===== config.mk =====
export PLATFORM = sky130hd
export DESIGN_NAME = ccbsd_ctrl
export DESIGN_NICKNAME = d
export VERILOG_FILES = /design/src/design/ccbsd_pkg.sv /design/src/design/ccbsd_ctrl.sv
export SDC_FILE = /design/constraint.sdc
export NUM_CORES = 1
export LEC_CHECK = 0
export BUFFER_PORTS_ARGS = -buffer_cell sky130_fd_sc_hd__buf_4
export CAP_MARGIN = 20
export CORE_AREA = 2 2 39 41
export DETAILED_ROUTE_END_ITERATION = 10
export DIE_AREA = 0 0 41 43
export SYNTH_ARGS = -nofsm -noshare
export SYNTH_HDL_FRONTEND = slang
export SYNTH_SLANG_ARGS = --single-unit
export TNS_END_PERCENT = 30

===== constraint.sdc =====
create_clock -name clock -period 1.56 [get_ports clock]
set_clock_uncertainty 0.1 [all_clocks]
set_input_delay 0.234 -clock clock [delete_from_list [all_inputs] [get_ports clock]]
set_output_delay 0.234 -clock clock [all_outputs]
set_load 0.05 [all_outputs]

===== src/design/ccbsd_pkg.sv =====
// ---------------------------------------------------------------------------
// ccbsd_pkg
// Types, codes, address map and helpers of the console CPU bus block.
// ---------------------------------------------------------------------------
package ccbsd_pkg;

   localparam int RAM_BYTES_DEF     = 2048;
   localparam int PROGRAM_BYTES_DEF = 16384;

   localparam logic [1:0] MODE_READ  = 2'd0;
   localparam logic [1:0] MODE_WRITE = 2'd1;
   localparam logic [1:0] MODE_TICK  = 2'd2;

   localparam logic [15:0] ADDR_RAM_END  = 16'h1FFF;
   localparam logic [15:0] ADDR_PPU_END  = 16'h3FFF;
   localparam logic [15:0] ADDR_DMA_PAGE = 16'h4014;
   localparam logic [15:0] ADDR_PAD0     = 16'h4016;
   localparam logic [15:0] ADDR_PAD1     = 16'h4017;
   localparam logic [15:0] ADDR_PROG     = 16'h8000;

   localparam logic [2:0] PHASE_SLOT_A = 3'd0;
   localparam logic [2:0] PHASE_SLOT_B = 3'd3;
   localparam logic [2:0] PHASE_LAST   = 3'd5;

   localparam logic [7:0] DMA_LAST_INDEX = 8'hFF;

   // conditional subtract steps; covers value / modulus below 64
   localparam int FOLD_STEPS = 6;

   typedef enum logic [2:0] {
      REGION_NONE,
      REGION_RAM,
      REGION_PPU,
      REGION_DMA,
      REGION_PAD,
      REGION_PROG
   } region_type;

   typedef struct packed {
      logic [1:0]  mode;
      logic [15:0] address;
      logic [7:0]  write_data;
      logic [7:0]  ppu_read_data;
      logic [7:0]  controller_buttons;
      logic        ppu_nmi;
   } req_payload_type;

   typedef struct packed {
      logic [7:0] read_data;
      logic       ppu_access;
      logic       ppu_write;
      logic [2:0] ppu_register;
      logic       oam_write;
      logic [7:0] oam_index;
      logic [7:0] oam_data;
      logic       cpu_step;
      logic       cpu_nmi;
      logic       dma_busy;
   } rsp_payload_type;

   typedef struct packed {
      logic capture;
      logic commit;
   } ctrl_cmd_type;

   function automatic region_type decode_region(logic [15:0] addr);
      region_type r;
      if (addr <= ADDR_RAM_END) begin
         r = REGION_RAM;
      end else if (addr <= ADDR_PPU_END) begin
         r = REGION_PPU;
      end else if (addr == ADDR_DMA_PAGE) begin
         r = REGION_DMA;
      end else if (addr == ADDR_PAD0 || addr == ADDR_PAD1) begin
         r = REGION_PAD;
      end else if (addr >= ADDR_PROG) begin
         r = REGION_PROG;
      end else begin
         r = REGION_NONE;
      end
      return r;
   endfunction

   // remainder by long division with a fixed number of compare/subtract steps
   function automatic logic [15:0] fold_mod(logic [15:0] value, int unsigned modulus);
      logic [15:0] rem;
      logic [31:0] part;
      rem = value;
      for (int j = FOLD_STEPS - 1; j >= 0; j--) begin
         part = 32'(modulus) << j;
         if ({16'h0000, rem} >= part) begin
            rem = rem - part[15:0];
         end
      end
      return rem;
   endfunction

endpackage


===== src/design/ccbsd_ctrl.sv =====
// ---------------------------------------------------------------------------
// ccbsd_ctrl
// Item sequencer: capture, commit into the output register, result valid.
// ---------------------------------------------------------------------------
module ccbsd_ctrl (
   input  logic                     clock,
   input  logic                     reset,
   input  logic                     req_valid,
   output logic                     req_ready,
   output logic                     rsp_valid,
   input  logic                     rsp_ready,
   output ccbsd_pkg::ctrl_cmd_type  cmd
);

   typedef enum logic [1:0] {
      S_IDLE = 2'b01,
      S_EXEC = 2'b10
   } state_type;

   state_type state_ff, state_in;
   logic      rsp_valid_ff, rsp_valid_in;
   logic      out_free;

   always_comb begin
      out_free    = !rsp_valid_ff || rsp_ready;
      req_ready   = (state_ff == S_IDLE);
      cmd.capture = req_valid && req_ready;
      cmd.commit  = (state_ff == S_EXEC) && out_free;
      state_in    = state_ff;
      case (state_ff)
         S_IDLE: begin
            if (cmd.capture) state_in = S_EXEC;
         end
         S_EXEC: begin
            if (cmd.commit) state_in = S_IDLE;
         end
         default: begin
            state_in = S_IDLE;
         end
      endcase
      if (cmd.commit) begin
         rsp_valid_in = 1'b1;
      end else if (rsp_ready) begin
         rsp_valid_in = 1'b0;
      end else begin
         rsp_valid_in = rsp_valid_ff;
      end
   end

   always_ff @(posedge clock) begin
      if (reset) begin
         state_ff     <= S_IDLE;
         rsp_valid_ff <= 1'b0;
      end else begin
         state_ff     <= state_in;
         rsp_valid_ff <= rsp_valid_in;
      end
   end

   assign rsp_valid = rsp_valid_ff;

endmodule


==> results of run 1 <==
critical path, delay by kind of cell (launching register included):
family / cells / cell delay, ns
buf+inv: 1 / 0.21
simple gates: 1 / 0.26
flops: 1 / 0.32
layout make-up:
type / instances / area [sq um] / share of cell area
Clock buffer: 4 / 26.3 / 0.115
Timing Repair Buffer: 7 / 52.6 / 0.231
Multi-Input combinational cell: 9 / 68.8 / 0.302
Sequential cell: 3 / 60.1 / 0.264
Tap cell: 16 / 20.0 / 0.0879
final timing paths:
| kind | startpoint | end | slack, ns | cells past startpoint |
|---|---|---|---|---|
| max | state_ff[1] | cmd[1] | 0.20 | 2 |
| max reg2reg | state_ff[1] | state_ff[1] | 0.62 | 2 |
| min | reset | rsp_valid | 0.07 | 2 |
| min reg2reg | rsp_valid | rsp_valid | 0.39 | 2 |
cells in the mapped netlist:
master and n:
and4bb_1 1, nor2b_1 2, a21oi_1 1, o21bai_1 1, nand2b_1 2, dfxtp_1 3, and3b_1 1, buf_4 1
o21ba_1 1
through the flow:
step                      cells   util  hold WS [ns]  cell area [sq um]
after floorplan              13      -         0.203                136
after global placement       35  0.146         0.312                201
after detailed placement     35  0.146         0.321                201
after CTS                    39  0.165        0.0684                228
after global routing         39  0.165        0.0659                228
final                        39  0.165        0.0721                228
logic make-up (layout without fill, tap and decap cells):
kind of cell,Yosys count,in the layout,synth area share
and+or+nand+nor,6,6,0.339
AOI/OAI and AO/OA,3,3,0.165
DFF,3,3,0.440
buffers and inverters,1,11,0.0551
power by group:
part / internal (W) / switching (W)
combinational: 0.0000185 / 0.0000281
sequential: 0.0000809 / 0.00000255
clock: 0.0000960 / 0.0000419
total: 0.000195 / 0.0000726
metal layers:
metal	track usage	share of wire	wire, um
met3	0.0471	0.13	40
met2	0.0656	0.54	172
met5	0	0	0
met4	0.0800	0	0
met1	0.0321	0.33	105
flip-flops by register name, summed over array words and instances (netlist names):
signal and flops:
rsp_valid 1, state_ff 2
layout by cell type, fill, tap and decap left out:
cell / count
buf_4: 7
clkbuf_4: 3
dfxtp_1: 3
nand2b_1: 2
nor2b_1: 2
and4bb_1: 1
and3b_1: 1
o21ba_1: 1
a21oi_1: 1
o21bai_1: 1
clkbuf_1: 1
==> results.py, run 1 <==
metrics = {
    "sta": {
        "slew_violations": 0,
        "slew_headroom": 0.903,
        "hold_viol": 0,
        "postLayoutSetupSlackWorst_ns": 0.198,
        "rsz0062_at_grt": "false",
        "setup_violations": 0,
        "worstMarginPinSlew_ns": 0.147,
        "fin_crit_ns": 1.36,
        "fin_setup_tns_ns": 0,
        "fin_crit_sh": 0.873,
        "max_freq_mhz": 734,
    },
    "cts": {
        "h-tree-depth": 1,
        "cts-buffers-inserted": 3,
        "clk_path_buf_depth": 2,
        "cts_resized": 0,
        "cts_tree": "built",
        "post-cts-setup-buffers": 0,
        "clockRootBuffer": "clkbuf_4",
        "clock_latency_ns": 0.23,
        "ctsHoldBuffers": 0,
        "path_clk_slew_ns": 0.04,
        "cts.sink_count": 3,
    },
    "synth": {
        "synth_area_sq_um": 136,
        "syn-num-nets": 17,
        "ys_warn_count": 0,
        "synth_largest_area_cell": "dfxtp_1",
        "yosysTopAreaCellShare": 0.440,
        "synthCells": 13,
        "syn_area_per_cell_sq_um": 10.5,
        "synth_area_leaders": "dfxtp_1, and4bb_1, nand2b_1",
        "synth_seq_cells": 3,
        "yosysSeqAreaShare": 0.440,
        "synth_cell_type_count": 9,
    },
    "global_route": {
        "grt_pass1_vias": 117,
        "antenna_found_initial": 0,
        "grt_max_degree": 5,
        "grt_pass1_wl_um": 476,
        "track_usage": 0.0522,
        "overflow": 0,
    },
    "critical_path": {
        "critPathLaunchType": "register",
        "max_stage_delay_ns": 0.32,
        "worstSetupEndpointType": "primary output",
        "criticalPathCategory": "reg -> out",
        "cp_max_fo": 4,
        "critPathSlowestCell": "dfxtp_1",
        "critical_path_required_ns": 1.23,
        "path_cells": "and3b_1 -> buf_4",
        "cp.arrival_ns": 1.03,
    },
    "floorplanning": {
        "dieHeight_um": 43,
        "ios": 8,
        "dieArea_sq_mm": 0.00176,
        "die_w_um": 41,
        "initial_utilization": 0.0986,
        "rows": 14,
        "coreArea_sq_mm": 0.00138,
    },
    "final_layout": {
        "area_growth_pct": 67.0,
        "diodes": 0,
        "nets": 28,
        "drive_above_1_share": 0.435,
        "fill_cells": 167,
    },
    "power_and_ir_drop": {
        "peakVddDrop_mv": 0.148,
        "p_total_w": 0.000268,
        "p_leak_nw": 0.110,
        "p_per_area_mw_per_mm2": 1180,
    },
    "detailed_routing": {
        "wl_um": 317,
        "vias_per_cell": 3.13,
        "drc": 0,
        "num_vias": 122,
        "routedWlPerCell_um": 8.13,
        "ant_nets": 0,
        "drtIter0Drc": 0,
        "first_pass_iters": 1,
    },
    "placement": {
        "port_buffers": 7,
        "gp_congestion": 0.471,
        "place.detailed.hpwl_um": 236,
        "place_ws_ns": 0.428,
    },
    "hold_path": {
        "hold_path_class": "in -> reg",
    },
    "run": {
        "max-cap-violations": 0,
    },
    "status": {
        "status": "completed",
    },
}
(Power assumes the default switching activity.)
==> run 2, diff against run 1 <==
==> constraint.sdc (replaced) <==
create_clock -name clock -period 1.56 [get_ports clock]
set_clock_uncertainty 0.1 [all_clocks]
set_input_delay 0.234 -clock clock [delete_from_list [all_inputs] [get_ports clock]]
set_output_delay 0.234 -clock clock [all_outputs]
set_load 0.005 [all_outputs]
==> run 2 against run 1 <==
Net effect: cell area is the same; die area is the same; combinational power shrank 45%; wire length shrank 13%; sequential share of layout area is the same; non-clock buffer count is the same; critical path type unchanged; largest power group unchanged.
==> results.py, run 2 (same netlist as run 1, synthesis figures left out) <==
metrics = {
    "status": {
        "status": "completed",
    },
    "placement": {
        "placed_area_sq_um": 201,
        "gp_congestion": 0.438,
        "port_buffers": 7,
        "place.detailed.hpwl_um": 226,
    },
    "floorplanning": {
        "initial_utilization": 0.0986,
        "rows": 14,
        "dieHeight_um": 43,
        "dieArea_sq_mm": 0.00176,
        "die_w_um": 41,
        "coreArea_sq_mm": 0.00138,
        "ios": 8,
    },
    "cts": {
        "h-tree-depth": 1,
        "clockRootBuffer": "clkbuf_4",
        "cts-buffers-inserted": 3,
        "post-cts-setup-buffers": 0,
        "cts.sink_count": 3,
        "clock_latency_ns": 0.23,
        "path_clk_slew_ns": 0.04,
        "cts_resized": 0,
        "clk_path_buf_depth": 2,
        "cts_tree": "built",
        "ctsHoldBuffers": 0,
    },
    "detailed_routing": {
        "wl_um": 277,
        "routedWlPerCell_um": 7.10,
        "drtIter0Drc": 0,
        "ant_nets": 0,
        "vias_per_cell": 3.33,
        "first_pass_iters": 1,
        "num_vias": 130,
        "drc": 0,
    },
    "sta": {
        "worstMarginPinSlew_ns": 0.117,
        "setup_violations": 0,
        "slew_headroom": 0.922,
        "max_freq_mhz": 789,
        "fin_setup_tns_ns": 0,
        "fin_crit_ns": 1.27,
        "slew_violations": 0,
        "rsz0062_at_grt": "false",
        "fin_crit_sh": 0.813,
        "hold_viol": 0,
    },
    "power_and_ir_drop": {
        "power_switching_w": 0.0000500,
        "peakVddDrop_mv": 0.106,
        "p_per_area_mw_per_mm2": 1070,
        "p_seq_frac": 0.341,
        "comb_power_share": 0.104,
        "swShare": 0.205,
        "p_int_w": 0.000195,
        "p_clk_frac": 0.555,
        "p_leak_nw": 0.110,
    },
    "final_layout": {
        "regMostFlops": "state_ff",
        "layout_common_cells": "buf_4, clkbuf_4, dfxtp_1",
        "diodes": 0,
        "fin_area_sq_um": 228,
        "largest_reg_flops": 2,
        "drive_above_1_share": 0.435,
        "area_growth_pct": 67.0,
        "mostFrequentLayoutCell": "buf_4",
        "nets": 28,
    },
    "global_route": {
        "grt_pass1_vias": 118,
        "track_usage": 0.0470,
        "overflow": 0,
        "grt_max_degree": 5,
        "grt_pass1_wl_um": 386,
        "antenna_found_initial": 0,
    },
    "critical_path": {
        "max_stage_delay_ns": 0.34,
        "reg2reg_slack_ns": 0.63,
        "critPathTopFamily": "flip-flops",
        "cp_max_fo": 4,
        "path_cells": "and3b_1 -> buf_4",
        "path_buf_inv": 1,
        "critPathLaunchType": "register",
        "criticalPathCategory": "reg -> out",
        "critical_path_required_ns": 1.23,
        "critPathSlowestCell": "dfxtp_1",
        "cp.arrival_ns": 0.93,
        "worstSetupEndpointType": "primary output",
    },
    "hold_path": {
        "hold_path_class": "in -> reg",
    },
    "run": {
        "max-cap-violations": 0,
    },
}
## run 2: cell counts in the layout (fill, tap and decap cells not counted)
No cell type changed its count.
## run 2: worst reg2reg max path, stage by stage (launching register included)
cell and delay, ns:
dfxtp_1 0.34, and3b_1 0.22, o21ba_1 0.17
## run 2: layout make-up
class	instances	area, sq um
Clock buffer	4	26.3
Multi-Input combinational cell	9	68.8
Fill cell	163	1160
Sequential cell	3	60.1
Timing Repair Buffer	7	52.6
Tap cell	16	20.0
## run 2: power by group through the flow
| stage | logic [W] | clock network, W | registers, W |
|---|---|---|---|
| after global placement | 0.0000259 | 0 | 0.0000847 |
| final | 0.0000255 | 0.000136 | 0.0000835 |
| after global routing | 0.0000285 | 0.000144 | 0.0000839 |
| after detailed placement | 0.0000263 | 0 | 0.0000848 |
| after CTS | 0.0000263 | 0.000143 | 0.0000836 |
| after floorplan | 0.0000110 | 0 | 0.0000841 |
## run 2: path summary, 6_finish.rpt
path                                  start           to  cells past startpoint
worst max-delay path            state_ff[1]       cmd[1]                      2
worst max register to register  state_ff[1]  state_ff[1]                      2
worst min-delay path                  reset    rsp_valid                      2
worst min register to register    rsp_valid    rsp_valid                      2
## run 2: metrics by stage
stage,instances,setup slack [ns],utilization,hold slack [ns],total power (W)
after floorplan,13,0.582,-,0.203,0.0000952
after global placement,35,0.489,0.146,0.312,0.000111
after detailed placement,35,0.486,0.146,0.316,0.000111
after CTS,39,0.267,0.165,0.0683,0.000253
after global routing,39,0.238,0.165,0.0710,0.000256
final,39,0.292,0.165,0.0708,0.000245
## run 2: layer usage
| metal | share of wire | global-route usage | vias up |
|---|---|---|---|
| met3 | 0.17 | 0.0471 | 2 |
| met4 | 0.069 | 0.100 | 0 |
| met5 | 0 | 0 | - |
| li1 | - | - | 63 |
| met2 | 0.47 | 0.0531 | 7 |
| met1 | 0.29 | 0.0191 | 58 |
